### config.mk
export PLATFORM = sky130hd
export DESIGN_NAME = rle_sprite_palette_decoder
export DESIGN_NICKNAME = d
export VERILOG_FILES = /design/src/rtl/rsp_pkg.sv /design/src/rtl/rsp_ram.sv /design/src/rtl/rsp_decoder.sv /design/src/rtl/rle_sprite_palette_decoder.sv
export SDC_FILE = /design/constraint.sdc
export NUM_CORES = 2
export LEC_CHECK = 0
export BUFFER_PORTS_ARGS = -buffer_cell sky130_fd_sc_hd__buf_2
export CORE_MARGIN = 4
export CORE_UTILIZATION = 40
export CTS_CLUSTER_SIZE = 20
export DETAILED_ROUTE_END_ITERATION = 16
export GPL_TIMING_DRIVEN = 0
export HOLD_SLACK_MARGIN = 0.08
export PLACE_DENSITY = 0.64
export REMOVE_ABC_BUFFERS = 1
export SLEW_MARGIN = 5
export SYNTH_ARGS = -nofsm -noshare
export SYNTH_HDL_FRONTEND = slang
export SYNTH_MEMORY_MAX_BITS = 65536
export SYNTH_SLANG_ARGS = --single-unit
### constraint.sdc
create_clock -name clk -period 9.4 [get_ports clk]
set_input_delay 0 -clock clk [delete_from_list [all_inputs] [get_ports clk]]
set_output_delay 0 -clock clk [all_outputs]
set_load 0.02 [all_outputs]
### src/rtl/rsp_pkg.sv
// Shared constants, command and register codes, and types of the RLE sprite decoder.
// Depends on nothing; the decoder and top level refer to it by scoped names, the testbench imports it.
package rsp_pkg;

	localparam int MAX_WIDTH      = 1024;
	localparam int MAX_HEIGHT     = 1024;
	localparam int MAX_BODY_BYTES = 65536;

	localparam int CFG_DIM_W = 11;
	localparam int CFG_LEN_W = 16;
	localparam int CMD_W     = 2;
	localparam int BYTE_W    = 8;
	localparam int LEVEL_W   = 6;
	localparam int COORD_W   = 10;
	localparam int ARGB_W    = 32;
	localparam int PAL_W     = 3 * LEVEL_W;
	localparam int PAL_DEPTH = 256;
	localparam int PAL_AW    = $clog2(PAL_DEPTH);
	localparam int CFG_IDX_W = 2;

	// Column and row counters must hold the largest clamped dimension and the raw register.
	localparam int MAX_DIM   = (MAX_WIDTH > MAX_HEIGHT) ? MAX_WIDTH : MAX_HEIGHT;
	localparam int DIM_BITS  = $clog2(MAX_DIM + 1);
	localparam int DIM_W     = (DIM_BITS > CFG_DIM_W) ? DIM_BITS : CFG_DIM_W;

	localparam int POS_W     = $clog2(2 * MAX_BODY_BYTES);
	localparam int LEN_CMP_W = ((POS_W > CFG_LEN_W) ? POS_W : CFG_LEN_W) + 1;

	localparam logic [CMD_W-1:0] CMD_PALETTE = 2'd0;
	localparam logic [CMD_W-1:0] CMD_DATA    = 2'd1;
	localparam logic [CMD_W-1:0] CMD_START   = 2'd2;

	localparam logic [CFG_IDX_W-1:0] CFG_IMAGE_WIDTH  = 2'd0;
	localparam logic [CFG_IDX_W-1:0] CFG_IMAGE_HEIGHT = 2'd1;
	localparam logic [CFG_IDX_W-1:0] CFG_BODY_LENGTH  = 2'd2;

	localparam logic KIND_PIXEL  = 1'b0;
	localparam logic KIND_FINISH = 1'b1;

	localparam logic [ARGB_W-1:0] ARGB_OPAQUE = 32'hff00_0000;

	typedef struct packed {
		logic [CFG_DIM_W-1:0] image_width;
		logic [CFG_DIM_W-1:0] image_height;
		logic [CFG_LEN_W-1:0] body_length;
	} cfg_t;

	// What one decode step produces: at most a pixel and then a finished marker.
	typedef struct packed {
		logic               pixel;
		logic               finish;
		logic [COORD_W-1:0] column;
		logic [COORD_W-1:0] row;
	} step_res_t;

endpackage

### src/rtl/rsp_ram.sv
// Generic single-clock RAM: one write port, one read port with registered read data.
// No dependencies.
module rsp_ram #(
	parameter int WIDTH = 8,
	parameter int DEPTH = 256
) (
	input  logic                     clk,
	input  logic                     we,
	input  logic [$clog2(DEPTH)-1:0] waddr,
	input  logic [WIDTH-1:0]         wdata,
	input  logic                     re,
	input  logic [$clog2(DEPTH)-1:0] raddr,
	output logic [WIDTH-1:0]         rdata
);

	logic [WIDTH-1:0] mem_q [DEPTH];

	always_ff @(posedge clk) begin
		if (we) begin
			mem_q[waddr] <= wdata;
		end
		if (re) begin
			rdata <= mem_q[raddr];
		end
	end

endmodule

### src/rtl/rsp_decoder.sv
// Row/run state machine of the RLE sprite decoder: one encoded byte per step.
// Depends on rsp_pkg.
module rsp_decoder (
	input  logic                          clk,
	input  logic                          arst_n,
	input  logic                          step,
	input  logic [rsp_pkg::CMD_W-1:0]     command,
	input  logic [rsp_pkg::BYTE_W-1:0]    data_byte,
	input  rsp_pkg::cfg_t                 cfg,
	output rsp_pkg::step_res_t            res
);

	localparam int DIM_W     = rsp_pkg::DIM_W;
	localparam int POS_W     = rsp_pkg::POS_W;
	localparam int LEN_CMP_W = rsp_pkg::LEN_CMP_W;
	localparam int BYTE_W    = rsp_pkg::BYTE_W;
	localparam logic [POS_W-1:0] POS_LIMIT = POS_W'(2 * rsp_pkg::MAX_BODY_BYTES - 1);

	typedef enum logic [2:0] {
		PH_COUNT,
		PH_SKIP,
		PH_SOLID,
		PH_PIXELS,
		PH_DONE
	} phase_t;

	phase_t              phase_q, phase_d;
	logic [DIM_W-1:0]    row_q, row_d;
	logic [DIM_W-1:0]    col_q, col_d;
	logic [POS_W-1:0]    pos_q, pos_d;
	logic [POS_W-1:0]    row_start_q, row_start_d;
	logic [BYTE_W-1:0]   count_q, count_d;
	logic [BYTE_W-1:0]   solid_q, solid_d;

	logic [DIM_W-1:0]     eff_width;
	logic [DIM_W-1:0]     eff_height;
	logic [DIM_W-1:0]     width_ext;
	logic [DIM_W-1:0]     height_ext;
	logic [LEN_CMP_W-1:0] body_len;
	logic [POS_W-1:0]     pos_next;

	logic take_count, after_solids, end_row, next_row, finish, pixel;

	assign width_ext  = DIM_W'(cfg.image_width);
	assign height_ext = DIM_W'(cfg.image_height);
	assign eff_width  = (width_ext > DIM_W'(rsp_pkg::MAX_WIDTH))
	                    ? DIM_W'(rsp_pkg::MAX_WIDTH) : width_ext;
	assign eff_height = (height_ext > DIM_W'(rsp_pkg::MAX_HEIGHT))
	                    ? DIM_W'(rsp_pkg::MAX_HEIGHT) : height_ext;
	assign body_len   = LEN_CMP_W'(cfg.body_length);
	// Saturating byte position advance
	assign pos_next   = (pos_q < POS_LIMIT) ? pos_q + POS_W'(1) : pos_q;

	always_comb begin
		phase_d      = phase_q;
		row_d        = row_q;
		col_d        = col_q;
		pos_d        = pos_q;
		row_start_d  = row_start_q;
		count_d      = count_q;
		solid_d      = solid_q;
		take_count   = 1'b0;
		after_solids = 1'b0;
		end_row      = 1'b0;
		next_row     = 1'b0;
		finish       = 1'b0;
		pixel        = 1'b0;

		if (step) begin
			unique case (command)
				rsp_pkg::CMD_START: begin
					phase_d     = PH_COUNT;
					row_d       = '0;
					col_d       = '0;
					pos_d       = '0;
					row_start_d = '0;
					count_d     = '0;
					solid_d     = '0;
				end
				rsp_pkg::CMD_DATA: begin
					unique case (phase_q)
						PH_COUNT: begin
							take_count = 1'b1;
						end
						PH_SKIP: begin
							if ((DIM_W + 1)'(col_q) + (DIM_W + 1)'(data_byte)
							    >= (DIM_W + 1)'(eff_width)) begin
								// Skip reaches the edge: reuse this byte as the next row count
								if (LEN_CMP_W'(pos_q) + LEN_CMP_W'(1) >= body_len) begin
									finish = 1'b1;
								end else begin
									row_d = row_q + DIM_W'(1);
									if (row_d >= eff_height) begin
										finish = 1'b1;
									end else begin
										take_count = 1'b1;
									end
								end
							end else begin
								col_d   = col_q + DIM_W'(data_byte);
								pos_d   = pos_next;
								phase_d = PH_SOLID;
							end
						end
						PH_SOLID: begin
							pos_d = pos_next;
							if (data_byte == '0) begin
								after_solids = 1'b1;
							end else begin
								solid_d = data_byte;
								phase_d = PH_PIXELS;
							end
						end
						PH_PIXELS: begin
							// Drop pixels past the width but still consume them
							if (col_q < eff_width) begin
								pixel = 1'b1;
								col_d = col_q + DIM_W'(1);
							end
							pos_d   = pos_next;
							solid_d = solid_q - BYTE_W'(1);
							if (solid_d == '0) begin
								after_solids = 1'b1;
							end
						end
						PH_DONE: begin
						end
						default: begin
						end
					endcase
				end
				default: begin
				end
			endcase
		end

		if (take_count) begin
			if (row_d >= eff_height) begin
				finish = 1'b1;
			end else begin
				row_start_d = pos_q;
				pos_d       = pos_next;
				count_d     = data_byte;
				if (data_byte == '0) begin
					next_row = 1'b1;
				end else begin
					col_d   = '0;
					phase_d = PH_SKIP;
				end
			end
		end

		if (after_solids) begin
			if (col_d >= eff_width || (pos_d - row_start_q) >= POS_W'(count_q)) begin
				end_row = 1'b1;
			end else begin
				phase_d = PH_SKIP;
			end
		end

		if (end_row) begin
			if (LEN_CMP_W'(pos_d) + LEN_CMP_W'(1) >= body_len) begin
				finish = 1'b1;
			end else begin
				next_row = 1'b1;
			end
		end

		if (next_row) begin
			row_d = row_d + DIM_W'(1);
			if (row_d >= eff_height) begin
				finish = 1'b1;
			end else begin
				phase_d = PH_COUNT;
			end
		end

		if (finish) begin
			phase_d = PH_DONE;
		end
	end

	always_ff @(posedge clk or negedge arst_n) begin
		if (!arst_n) begin
			phase_q     <= PH_COUNT;
			row_q       <= '0;
			col_q       <= '0;
			pos_q       <= '0;
			row_start_q <= '0;
			count_q     <= '0;
			solid_q     <= '0;
		end else begin
			phase_q     <= phase_d;
			row_q       <= row_d;
			col_q       <= col_d;
			pos_q       <= pos_d;
			row_start_q <= row_start_d;
			count_q     <= count_d;
			solid_q     <= solid_d;
		end
	end

	assign res.pixel  = pixel;
	assign res.finish = finish;
	assign res.column = col_q[rsp_pkg::COORD_W-1:0];
	assign res.row    = row_q[rsp_pkg::COORD_W-1:0];

endmodule

### src/rtl/rle_sprite_palette_decoder.sv
// Top level of the RLE sprite decoder: config registers, palette RAM, result queue.
// Depends on rsp_pkg, rsp_ram and rsp_decoder.
//
// The block takes one input transaction per cycle while in_ready is high: palette writes,
// encoded data bytes and image restarts all enter back to back. Row and run decoding is
// settled in the cycle a byte is accepted; the palette RAM read completes on the following
// edge, and the colour-expanded result enters a four-entry result queue, so a result is
// offered only after the stage 1 register and the queue. A byte that ends the image on its
// last pixel yields two results (the pixel, then the finished marker), which the queue
// absorbs; input ready drops only while the queue cannot take two more results.
module rle_sprite_palette_decoder (
	input  logic                            clk,
	input  logic                            arst_n,

	input  logic                            in_valid,
	output logic                            in_ready,
	input  logic [rsp_pkg::CMD_W-1:0]       command,
	input  logic [rsp_pkg::BYTE_W-1:0]      data_byte,
	input  logic [rsp_pkg::PAL_AW-1:0]      palette_index,
	input  logic [rsp_pkg::LEVEL_W-1:0]     red_level,
	input  logic [rsp_pkg::LEVEL_W-1:0]     green_level,
	input  logic [rsp_pkg::LEVEL_W-1:0]     blue_level,

	output logic                            out_valid,
	input  logic                            out_ready,
	output logic                            kind,
	output logic [rsp_pkg::COORD_W-1:0]     column,
	output logic [rsp_pkg::COORD_W-1:0]     row,
	output logic [rsp_pkg::ARGB_W-1:0]      argb,

	input  logic                            cfg_valid,
	output logic                            cfg_ready,
	input  logic [rsp_pkg::CFG_IDX_W-1:0]   cfg_index,
	input  logic [rsp_pkg::CFG_LEN_W-1:0]   cfg_data
);

	localparam int RES_DEPTH = 4;
	localparam int PTR_W     = $clog2(RES_DEPTH);
	localparam int CNT_W     = $clog2(RES_DEPTH + 3);
	localparam int COORD_W   = rsp_pkg::COORD_W;
	localparam int LEVEL_W   = rsp_pkg::LEVEL_W;

	typedef struct packed {
		logic                      kind;
		logic [COORD_W-1:0]        column;
		logic [COORD_W-1:0]        row;
		logic [rsp_pkg::ARGB_W-1:0] argb;
	} result_t;

	rsp_pkg::cfg_t       cfg_q;
	rsp_pkg::step_res_t  step_res;

	logic                       in_fire;
	logic [rsp_pkg::PAL_W-1:0]  pal_rdata;
	logic [rsp_pkg::ARGB_W-1:0] pixel_argb;

	logic               pixel_s1;
	logic               finish_s1;
	logic [COORD_W-1:0] column_s1;
	logic [COORD_W-1:0] row_s1;

	result_t            queue_q [RES_DEPTH];
	logic [PTR_W-1:0]   wr_ptr_q;
	logic [PTR_W-1:0]   rd_ptr_q;
	logic [PTR_W-1:0]   wr_ptr_2nd;
	logic [CNT_W-1:0]   count_q;
	logic [CNT_W-1:0]   push_n;
	logic               pop;
	result_t            head;

	assign in_fire   = in_valid && in_ready;
	assign cfg_ready = 1'b1;

	always_ff @(posedge clk or negedge arst_n) begin
		if (!arst_n) begin
			cfg_q.image_width  <= rsp_pkg::CFG_DIM_W'(1);
			cfg_q.image_height <= rsp_pkg::CFG_DIM_W'(1);
			cfg_q.body_length  <= '0;
		end else if (cfg_valid) begin
			unique case (cfg_index)
				rsp_pkg::CFG_IMAGE_WIDTH:  cfg_q.image_width  <= cfg_data[rsp_pkg::CFG_DIM_W-1:0];
				rsp_pkg::CFG_IMAGE_HEIGHT: cfg_q.image_height <= cfg_data[rsp_pkg::CFG_DIM_W-1:0];
				rsp_pkg::CFG_BODY_LENGTH:  cfg_q.body_length  <= cfg_data;
				default: begin
				end
			endcase
		end
	end

	rsp_decoder u_decoder (
		.clk       (clk),
		.arst_n    (arst_n),
		.step      (in_fire),
		.command   (command),
		.data_byte (data_byte),
		.cfg       (cfg_q),
		.res       (step_res)
	);

	rsp_ram #(
		.WIDTH (rsp_pkg::PAL_W),
		.DEPTH (rsp_pkg::PAL_DEPTH)
	) u_palette (
		.clk   (clk),
		.we    (in_fire && command == rsp_pkg::CMD_PALETTE),
		.waddr (palette_index),
		.wdata ({red_level, green_level, blue_level}),
		.re    (in_fire && command == rsp_pkg::CMD_DATA),
		.raddr (data_byte),
		.rdata (pal_rdata)
	);

	// Stage 1: decode outcome waits here for the palette read data
	always_ff @(posedge clk or negedge arst_n) begin
		if (!arst_n) begin
			pixel_s1  <= 1'b0;
			finish_s1 <= 1'b0;
		end else begin
			pixel_s1  <= step_res.pixel;
			finish_s1 <= step_res.finish;
		end
	end

	always_ff @(posedge clk) begin
		column_s1 <= step_res.column;
		row_s1    <= step_res.row;
	end

	// Scale each 6-bit component by four and force alpha opaque
	assign pixel_argb = rsp_pkg::ARGB_OPAQUE |
	                    {8'h00,
	                     pal_rdata[3*LEVEL_W-1:2*LEVEL_W], 2'b00,
	                     pal_rdata[2*LEVEL_W-1:LEVEL_W],   2'b00,
	                     pal_rdata[LEVEL_W-1:0],           2'b00};

	// Result queue: the stage 1 results always fit, ready holds back room for two
	assign push_n     = CNT_W'(pixel_s1) + CNT_W'(finish_s1);
	assign pop        = out_valid && out_ready;
	assign wr_ptr_2nd = wr_ptr_q + PTR_W'(pixel_s1);
	assign in_ready   = (count_q + push_n) <= CNT_W'(RES_DEPTH - 2);

	always_ff @(posedge clk or negedge arst_n) begin
		if (!arst_n) begin
			wr_ptr_q <= '0;
			rd_ptr_q <= '0;
			count_q  <= '0;
		end else begin
			wr_ptr_q <= wr_ptr_q + PTR_W'(push_n);
			rd_ptr_q <= rd_ptr_q + PTR_W'(pop);
			count_q  <= count_q + push_n - CNT_W'(pop);
		end
	end

	always_ff @(posedge clk) begin
		if (pixel_s1) begin
			queue_q[wr_ptr_q] <= '{kind: rsp_pkg::KIND_PIXEL, column: column_s1,
			                       row: row_s1, argb: pixel_argb};
		end
		if (finish_s1) begin
			queue_q[wr_ptr_2nd] <= '{kind: rsp_pkg::KIND_FINISH, column: '0,
			                         row: '0, argb: '0};
		end
	end

	assign head      = queue_q[rd_ptr_q];
	assign out_valid = count_q != '0;
	assign kind      = head.kind;
	assign column    = head.column;
	assign row       = head.row;
	assign argb      = head.argb;

`ifndef SYNTHESIS
	a_queue_bound: assert property (@(posedge clk) disable iff (!arst_n)
		count_q <= CNT_W'(RES_DEPTH))
		else $error("result queue count beyond its depth");

	a_push_fits: assert property (@(posedge clk) disable iff (!arst_n)
		(count_q + push_n) <= CNT_W'(RES_DEPTH))
		else $error("stage 1 results overflow the result queue");

	a_no_result_for_control: assert property (@(posedge clk) disable iff (!arst_n)
		in_fire && command != rsp_pkg::CMD_DATA |=> !pixel_s1 && !finish_s1)
		else $error("non-data transaction produced a result");

	a_stall_when_full: assert property (@(posedge clk) disable iff (!arst_n)
		count_q >= CNT_W'(RES_DEPTH - 1) |-> !in_ready)
		else $error("input accepted without room for two results");
`endif

endmodule

======== Yosys cells after proc, flatten, opt, wreduce, memory -nomap -nowiden ========
Memory sizes are Yosys's and may differ from the RTL's. A register that Yosys moved wholly into a read port is not among the register bits.
Index checks and enable logic that the tools add are counted.
storage, ports and cells
  word-level logic and storage cells ...... 160
  RAM bits ................................ 4796
  input port bits ......................... 59
  memories ................................ 2
  output and inout port bits .............. 56
  flip-flop bits (word level) ............. 142
memories
  memory           words  bits a word  read ports  clocked after Yosys merged registers in  write ports  RTL line                          source
  u_palette.mem_q  256    18           1           1                                        1            rsp_ram.sv:16                     logic [WIDTH-1:0] mem_q [DEPTH];
  queue_q          4      47           1           0                                        2            rle_sprite_palette_decoder.sv:62  result_t queue_q [RES_DEPTH];
cells by class
  add/sub/neg operators ................... 16
  equality and inequality tests ........... 9
  muxes and demuxes ....................... 86
  reductions and logical operators ........ 17
  $lt $le $gt $ge ......................... 13
operators with widths
  operator               count
  $mux 17                9
  $mux 11                13
  $pmux 17 s2            2
  $pmux 11 s2            3
  $ge 11x11->1           4
  $mux 8                 5
  $mux 1                 37
  $add 17x1->18 const B  2
  $ge 18x16->1           2
  $add 11x1->11 const B  3
  $mux 3                 11
  $pmux 8 s2             2
  $gt 11x11->1 const B   2
  $add 17x1->17 const B  1
  $ge 17x8->1            1
  $lt 17x17->1 const B   1
  $sub 17x17->17         1
  $logic_not 8->1        2
  $add 11x8->12          1
  $ge 12x11->1           1
  $pmux 3 s2             2
  $add 11x8->11          1
  $lt 11x11->1           1
  $sub 8x1->8 const B    1
  22 further kinds       33

======== Longest topological paths before layout ========
  word-level depth ........................ 19
  mapped depth ............................ 51

======== Cells and area by module ========
From an unflattened synthesis, not the netlist that was laid out.
second synthesis, totals
  cell total of the unflattened synthesis .. 10474
  area, all modules ....................... 197156.6 µm²
by module, submodules not included
  module                      area each (µm²)  cells each  times used
  rsp_ram                     178402.4         8281        1
  rsp_decoder                 9904.5           1297        1
  rle_sprite_palette_decoder  8849.7           896         1

======== Worst setup path after synthesis ========
OpenSTA, ideal clock, no wires.
  kind .................................... register to register
  from .................................... register u_decoder.col_q[0]
  to ...................................... register u_decoder.row_q[10]
  clock period less this slack ............ 9.923 ns
  arrival time ............................ 9.802 ns
  stages on the path, launching flop included .. 50
  setup slack ............................. -0.523 ns
  required time ........................... 9.280 ns
  buffers on the path ..................... 4
  library setup time ...................... 0.120 ns
  cell sequence ........................... dfrtp_1 > ha_1 > fa_1 > a21o_1 > a21oi_1 > o21bai_1 > a21oi_1 > o21ai_0 > a21oi_1 > nor2_1 > xnor2_1 > ha_1 > inv_1 > o21ai_0 > a21oi_1 > o21a_1 > buf_2 > or4_4 > [... 14 more ...] > ha_1 > nor3_1 > nor2_1 > o211a_1 > nor2_1 > xnor2_1 > ha_1 > a211o_1 > a21oi_1 > o221ai_1 > a31oi_1 > nand2_1 > nor3_1 > a31oi_1 > nor4_4 > nor4_2 > or4_1 > o211a_1
between the ends
  word-level cells in the longest chain between the ends .. 16
RTL lines
  element                  RTL line            source
  start, declared          rsp_decoder.sv:29   logic [DIM_W-1:0] col_q, col_d;
  start signal, assigned   rsp_decoder.sv:195  col_q <= col_d;
  $add 11x8->12 *          rsp_decoder.sv:86   if ((DIM_W + 1)'(col_q) + (DIM_W + 1)'(data_byte)
  $ge 12x11->1 *           rsp_decoder.sv:87   >= (DIM_W + 1)'(eff_width)) begin
  $mux 11                  rsp_decoder.sv:86
  $mux 11                  rsp_decoder.sv:81   unique case (phase_q)
  $pmux 11 s2              rsp_decoder.sv:70   unique case (command)
  $mux 11                  rsp_decoder.sv:69   if (step) begin
  $ge 11x11->1             rsp_decoder.sv:138  if (row_d >= eff_height) begin
  $mux 17                  rsp_decoder.sv:138
  [... 1 more ...]         --
  net u_decoder.pos_d[4]   rsp_decoder.sv:30   logic [POS_W-1:0] pos_q, pos_d;
  $sub 17x17->17           rsp_decoder.sv:154  if (col_d >= eff_width || (pos_d - row_start_q) >= POS_W'(count_q)) begin
  $ge 17x8->1              rsp_decoder.sv:154
  $logic_or 1x1->1         rsp_decoder.sv:154
  $mux 1                   rsp_decoder.sv:154
  $mux 1                   rsp_decoder.sv:153  if (after_solids) begin
  $mux 1 *                 rsp_decoder.sv:161  if (end_row) begin
  $mux 11 *                rsp_decoder.sv:169  if (next_row) begin
  net u_decoder.row_d[10]  rsp_decoder.sv:28   logic [DIM_W-1:0] row_q, row_d;
  end signal, assigned     rsp_decoder.sv:194  row_q <= row_d;
  end, declared            rsp_decoder.sv:28
The timed path passes the listed nets; every way through them passes the cells marked *.
A chain may end at the register's enable or synchronous reset.

======== Final worst setup path ========
  from .................................... register u_decoder.col_q[0]
  to ...................................... register u_decoder.row_q[1]
Same word-level chain as after synthesis.

==> flow_metrics.py <==
metrics = {
    "cts": {
        "h-tree-depth": 5,
        "root_buffer": "clkbuf_16",
        "clockBufferDepth": 4,
        "cts_tree": "done",
        "cts.sinks": 4928,
        "numCtsBuffers": 461,
        "worstSkewPairLatency_ns": 1.02,
        "clk_pin_slew_ns": 0.07,
    },
    "sta": {
        "min_period_ns": 9.49,
        "rsz0062_at_grt": "true",
        "period_share": 1.01,
        "worst_slack_ns": -0.0942,
        "hold_viol_final": 0,
        "finClkSkew_ns": 0.0770,
        "clock.fmax_mhz": 105,
        "slew_headroom": 0.0747,
        "tns_ns": -0.296,
        "worst_pin_slew_ns": 1.39,
        "final_max_slew_viol_count": 0,
        "whs_ns": 0.108,
        "setup_violations": 8,
    },
    "min_path": {
        "hp-class": "in2reg",
    },
    "critical_path": {
        "critPathCaptureType": "flop",
        "cp.required_ns": 10.26,
        "path_max_fanout": 5,
        "crit_top_cell": "a21oi_2",
        "worst_ep_arrival_time_ns": 10.35,
        "critPathSlowestCell": "dfrtp_2",
        "cpPeakStageDelay_ns": 0.42,
        "startpoint_type": "flop",
        "worstSetupPathType": "reg2reg",
    },
    "logic_synthesis": {
        "synth_enable_flop_cells": 4626,
        "synth_flop_cell": "edfxtp_1",
        "syn_inst": 9040,
        "synth-simple-area-share": 0.0260,
        "ys_ff_latch": 4928,
        "seq_area_frac_synth": 0.749,
        "synth_compound_gate_area_share": 0.0173,
        "syn_area_per_cell_um2": 21.5,
        "synthMuxAreaShare": 0.183,
        "synth_top_family_by_area": "multiplexers",
        "synth_fa_ha_area_frac": 0.00970,
        "synthTopCellsByArea": "edfxtp_1 (71%), mux4_2 (18%), dfxtp_1 (1.9%), dfrtp_1 (1.5%), ha_1 (0.94%)",
        "ys_async_sr_fraction": 0.0248,
        "synth_xor_xnor_area_share": 0.00324,
        "yosysWarnings": 0,
        "synth.most_common_cell": "edfxtp_1",
        "yosysTopAreaCellShare": 0.714,
        "netlist_area_um2": 194000,
        "yosysTopAreaCell": "edfxtp_1",
        "synth_cell_type_count": 103,
        "synthTopCellsByCount": "edfxtp_1 (4626), mux4_2 (1537), nand2_1 (484), nor2_1 (376), clkbuf_1 (360)",
    },
    "placed_design": {
        "pre_cts_ws_ns": -5.92,
        "dpl_cell_area_um2": 208000,
        "dpl.hpwl_mm": 290,
        "portBuffers": 107,
        "dp_cells": 15300,
        "gp_congestion": 0.823,
    },
    "power_and_ir_drop": {
        "p_switching_mw": 10.9,
        "total_power_mw": 47.3,
        "power.density_nw_per_um2": 209,
        "cell_internal_pwr_mw": 36.4,
        "vdd_ir_drop_max_mv": 0.192,
        "combPwrFrac": 0.094,
        "power_frac_clock": 0.391,
        "swShare": 0.230,
        "leakagePower_nw": 71.0,
        "pwr-share-seq": 0.515,
    },
    "job": {
        "maxCapViolCount": 0,
    },
    "die": {
        "die_h_um": 705,
        "start_util": 0.402,
        "core_um2": 483000,
        "die_w_um": 705,
        "fp.dieArea_um2": 497000,
        "ios": 115,
        "row_count": 255,
    },
    "final_layout": {
        "fin_util": 0.467,
        "nNetsFinal": 9771,
        "stdcell_count": 16400,
        "drive_gt1_frac": 0.318,
        "syn2layout_area_growth_pct": 16.2,
        "fin_area_um2": 226000,
    },
    "drt": {
        "via_per_inst": 5.80,
        "ant_nets": 0,
        "wl_per_cell_um": 30.0,
        "drt_wl_total_mm": 491,
        "vias": 95100,
        "drtIter0Drc": 12300,
        "drcViolationCount": 0,
        "firstDrtPassIters": 7,
    },
    "grt": {
        "grt_use_total": 0.194,
        "grt_max_degree": 154,
        "antenna_found_initial": 31,
        "grt_pass1_vias": 97000,
        "grt_pass1_wl_mm": 704,
        "overflow": 0,
    },
    "run_status": {
        "violations": "setup timing",
        "status": "complete, but fails checks",
    },
}
-- layout by cell type (no fill, tap or decap), types with 15 or more instances in the layout --
cell / synthesis / routed
edfxtp_1: 4626 / 4626
mux4_2: 1537 / 1537
clkbuf_16: 0 / 474
nand2_1: 484 / 471
a21oi_1: 249 / 240
nor2_2: 1 / 180
dfxtp_1: 180 / 180
buf_8: 0 / 143
ha_1: 146 / 131
buf_16: 0 / 124
clkinv_1: 1 / 116
nor2_1: 376 / 106
dfrtp_1: 120 / 105
clkinv_2: 0 / 94
nor2_4: 0 / 91
dlygate4sd3_1: 0 / 90
clkbuf_1: 360 / 84
buf_2: 15 / 81
inv_1: 81 / 77
buf_4: 17 / 73
o21ai_0: 82 / 70
nand3_1: 82 / 67
mux2_2: 50 / 49
bufinv_16: 0 / 45
mux2i_1: 40 / 38
xor2_1: 36 / 35
xnor2_1: 36 / 32
nor3_1: 29 / 26
a21o_1: 23 / 23
nor2b_1: 24 / 23
nand4_1: 19 / 19
and3_1: 23 / 19
bufbuf_16: 0 / 19
o22ai_1: 18 / 18
o21a_1: 18 / 17
o211ai_1: 15 / 15
o221ai_1: 16 / 15
-- cell type report --
| class | instances | area [um2] |
|---|---|---|
| fillers | 38900 | 258000 |
| well taps | 6425 | 8040 |
| flip-flops and latches | 4928 | 146000 |
| clock inverters | 290 | 2700 |
| repair buffers | 559 | 8520 |
| inverters | 82 | 308 |
| clock buffers | 557 | 12100 |
| multi-input cells | 3531 | 48500 |
| diodes | 9 | 22.5 |
-- critical path: cells and delay by family (launching register included) --
kind,cells,cell delay [ns]
xor gates and xnor gates,2,0.28
adders and majority gates,6,1.58
DFF,1,0.42
and+or+nand+nor,12,2.24
muxes,2,0.63
buffers and inverters,7,0.81
AOI/OAI and AO/OA,19,3.43
-- sequential cells by signal, summed over array words and instances, names as in the netlist, 10 cells and up --
name,count
u_palette.mem_q,4608
queue_q,160
cfg_q,38
u_palette.rdata,18
u_decoder.pos_q,17
u_decoder.row_start_q,17
u_decoder.col_q,11
u_decoder.row_q,11
column_s1,10
row_s1,10
-- routing by layer --
layer / wire length [um] / global-route usage / vias to the layer above
met4: 14300 / 0.0534 / 20
met5: 118 / 0 / -
li1: - / - / 38900
met1: 195000 / 0.271 / 51100
met2: 238000 / 0.312 / 4307
met3: 43500 / 0.0378 / 752
-- cell families (layout without fill, tap and decap cells) --
family / Yosys count / after routing
AOI/OAI and AO/OA: 535 / 536
xor gates and xnor gates: 72 / 72
adders and majority gates: 149 / 149
buffers and inverters: 588 / 1488
DFF: 4928 / 4928
muxes: 1629 / 1629
other: 2 / 16
and+or+nand+nor: 1137 / 1138
-- final timing paths --
path | startpoint | endpoint | slack, ns | cells past startpoint
setup / recovery | u_decoder.col_q[0]$_DFF_PN0_ | u_decoder.row_q[1]$_DFF_PN0_ | -0.09 | 48
hold / removal | blue_level[5] | u_palette.mem_q[186][5]$_DFFE_PP_ | 0.11 | 2
setup reg to reg | u_decoder.col_q[0]$_DFF_PN0_ | u_decoder.row_q[1]$_DFF_PN0_ | -0.09 | 48
hold reg to reg | queue_q[1][46]$_SDFFE_PP1P_ | queue_q[1][46]$_SDFFE_PP1P_ | 0.45 | 1
max in group asynchronous | arst_n | u_decoder.col_q[2]$_DFF_PN0_ | 8.05 | 6
min in group asynchronous | arst_n | u_decoder.pos_q[10]$_DFF_PN0_ | 0.67 | 5
-- timing repair --
item	in CTS	in global routing
gates cloned	21	3
pin swaps	32	35
endpoints found under the hold margin	4516	0
buffers inserted	46	31
gates resized for setup	100	69
endpoints found under the setup margin	37	14
hold buffers	92	0
-- power groups by stage --
stage / Sequential, mW / Combinational, mW / Clock, mW
finish: 24.4 / 4.45 / 18.5
floorplan: 24.8 / 2.12 / 0
global placement: 25.0 / 5.37 / 0
detailed placement: 24.8 / 4.02 / 0
global route: 24.4 / 4.79 / 19.7
CTS: 24.3 / 4.33 / 18.8
Power figures use the tool's default switching activity.
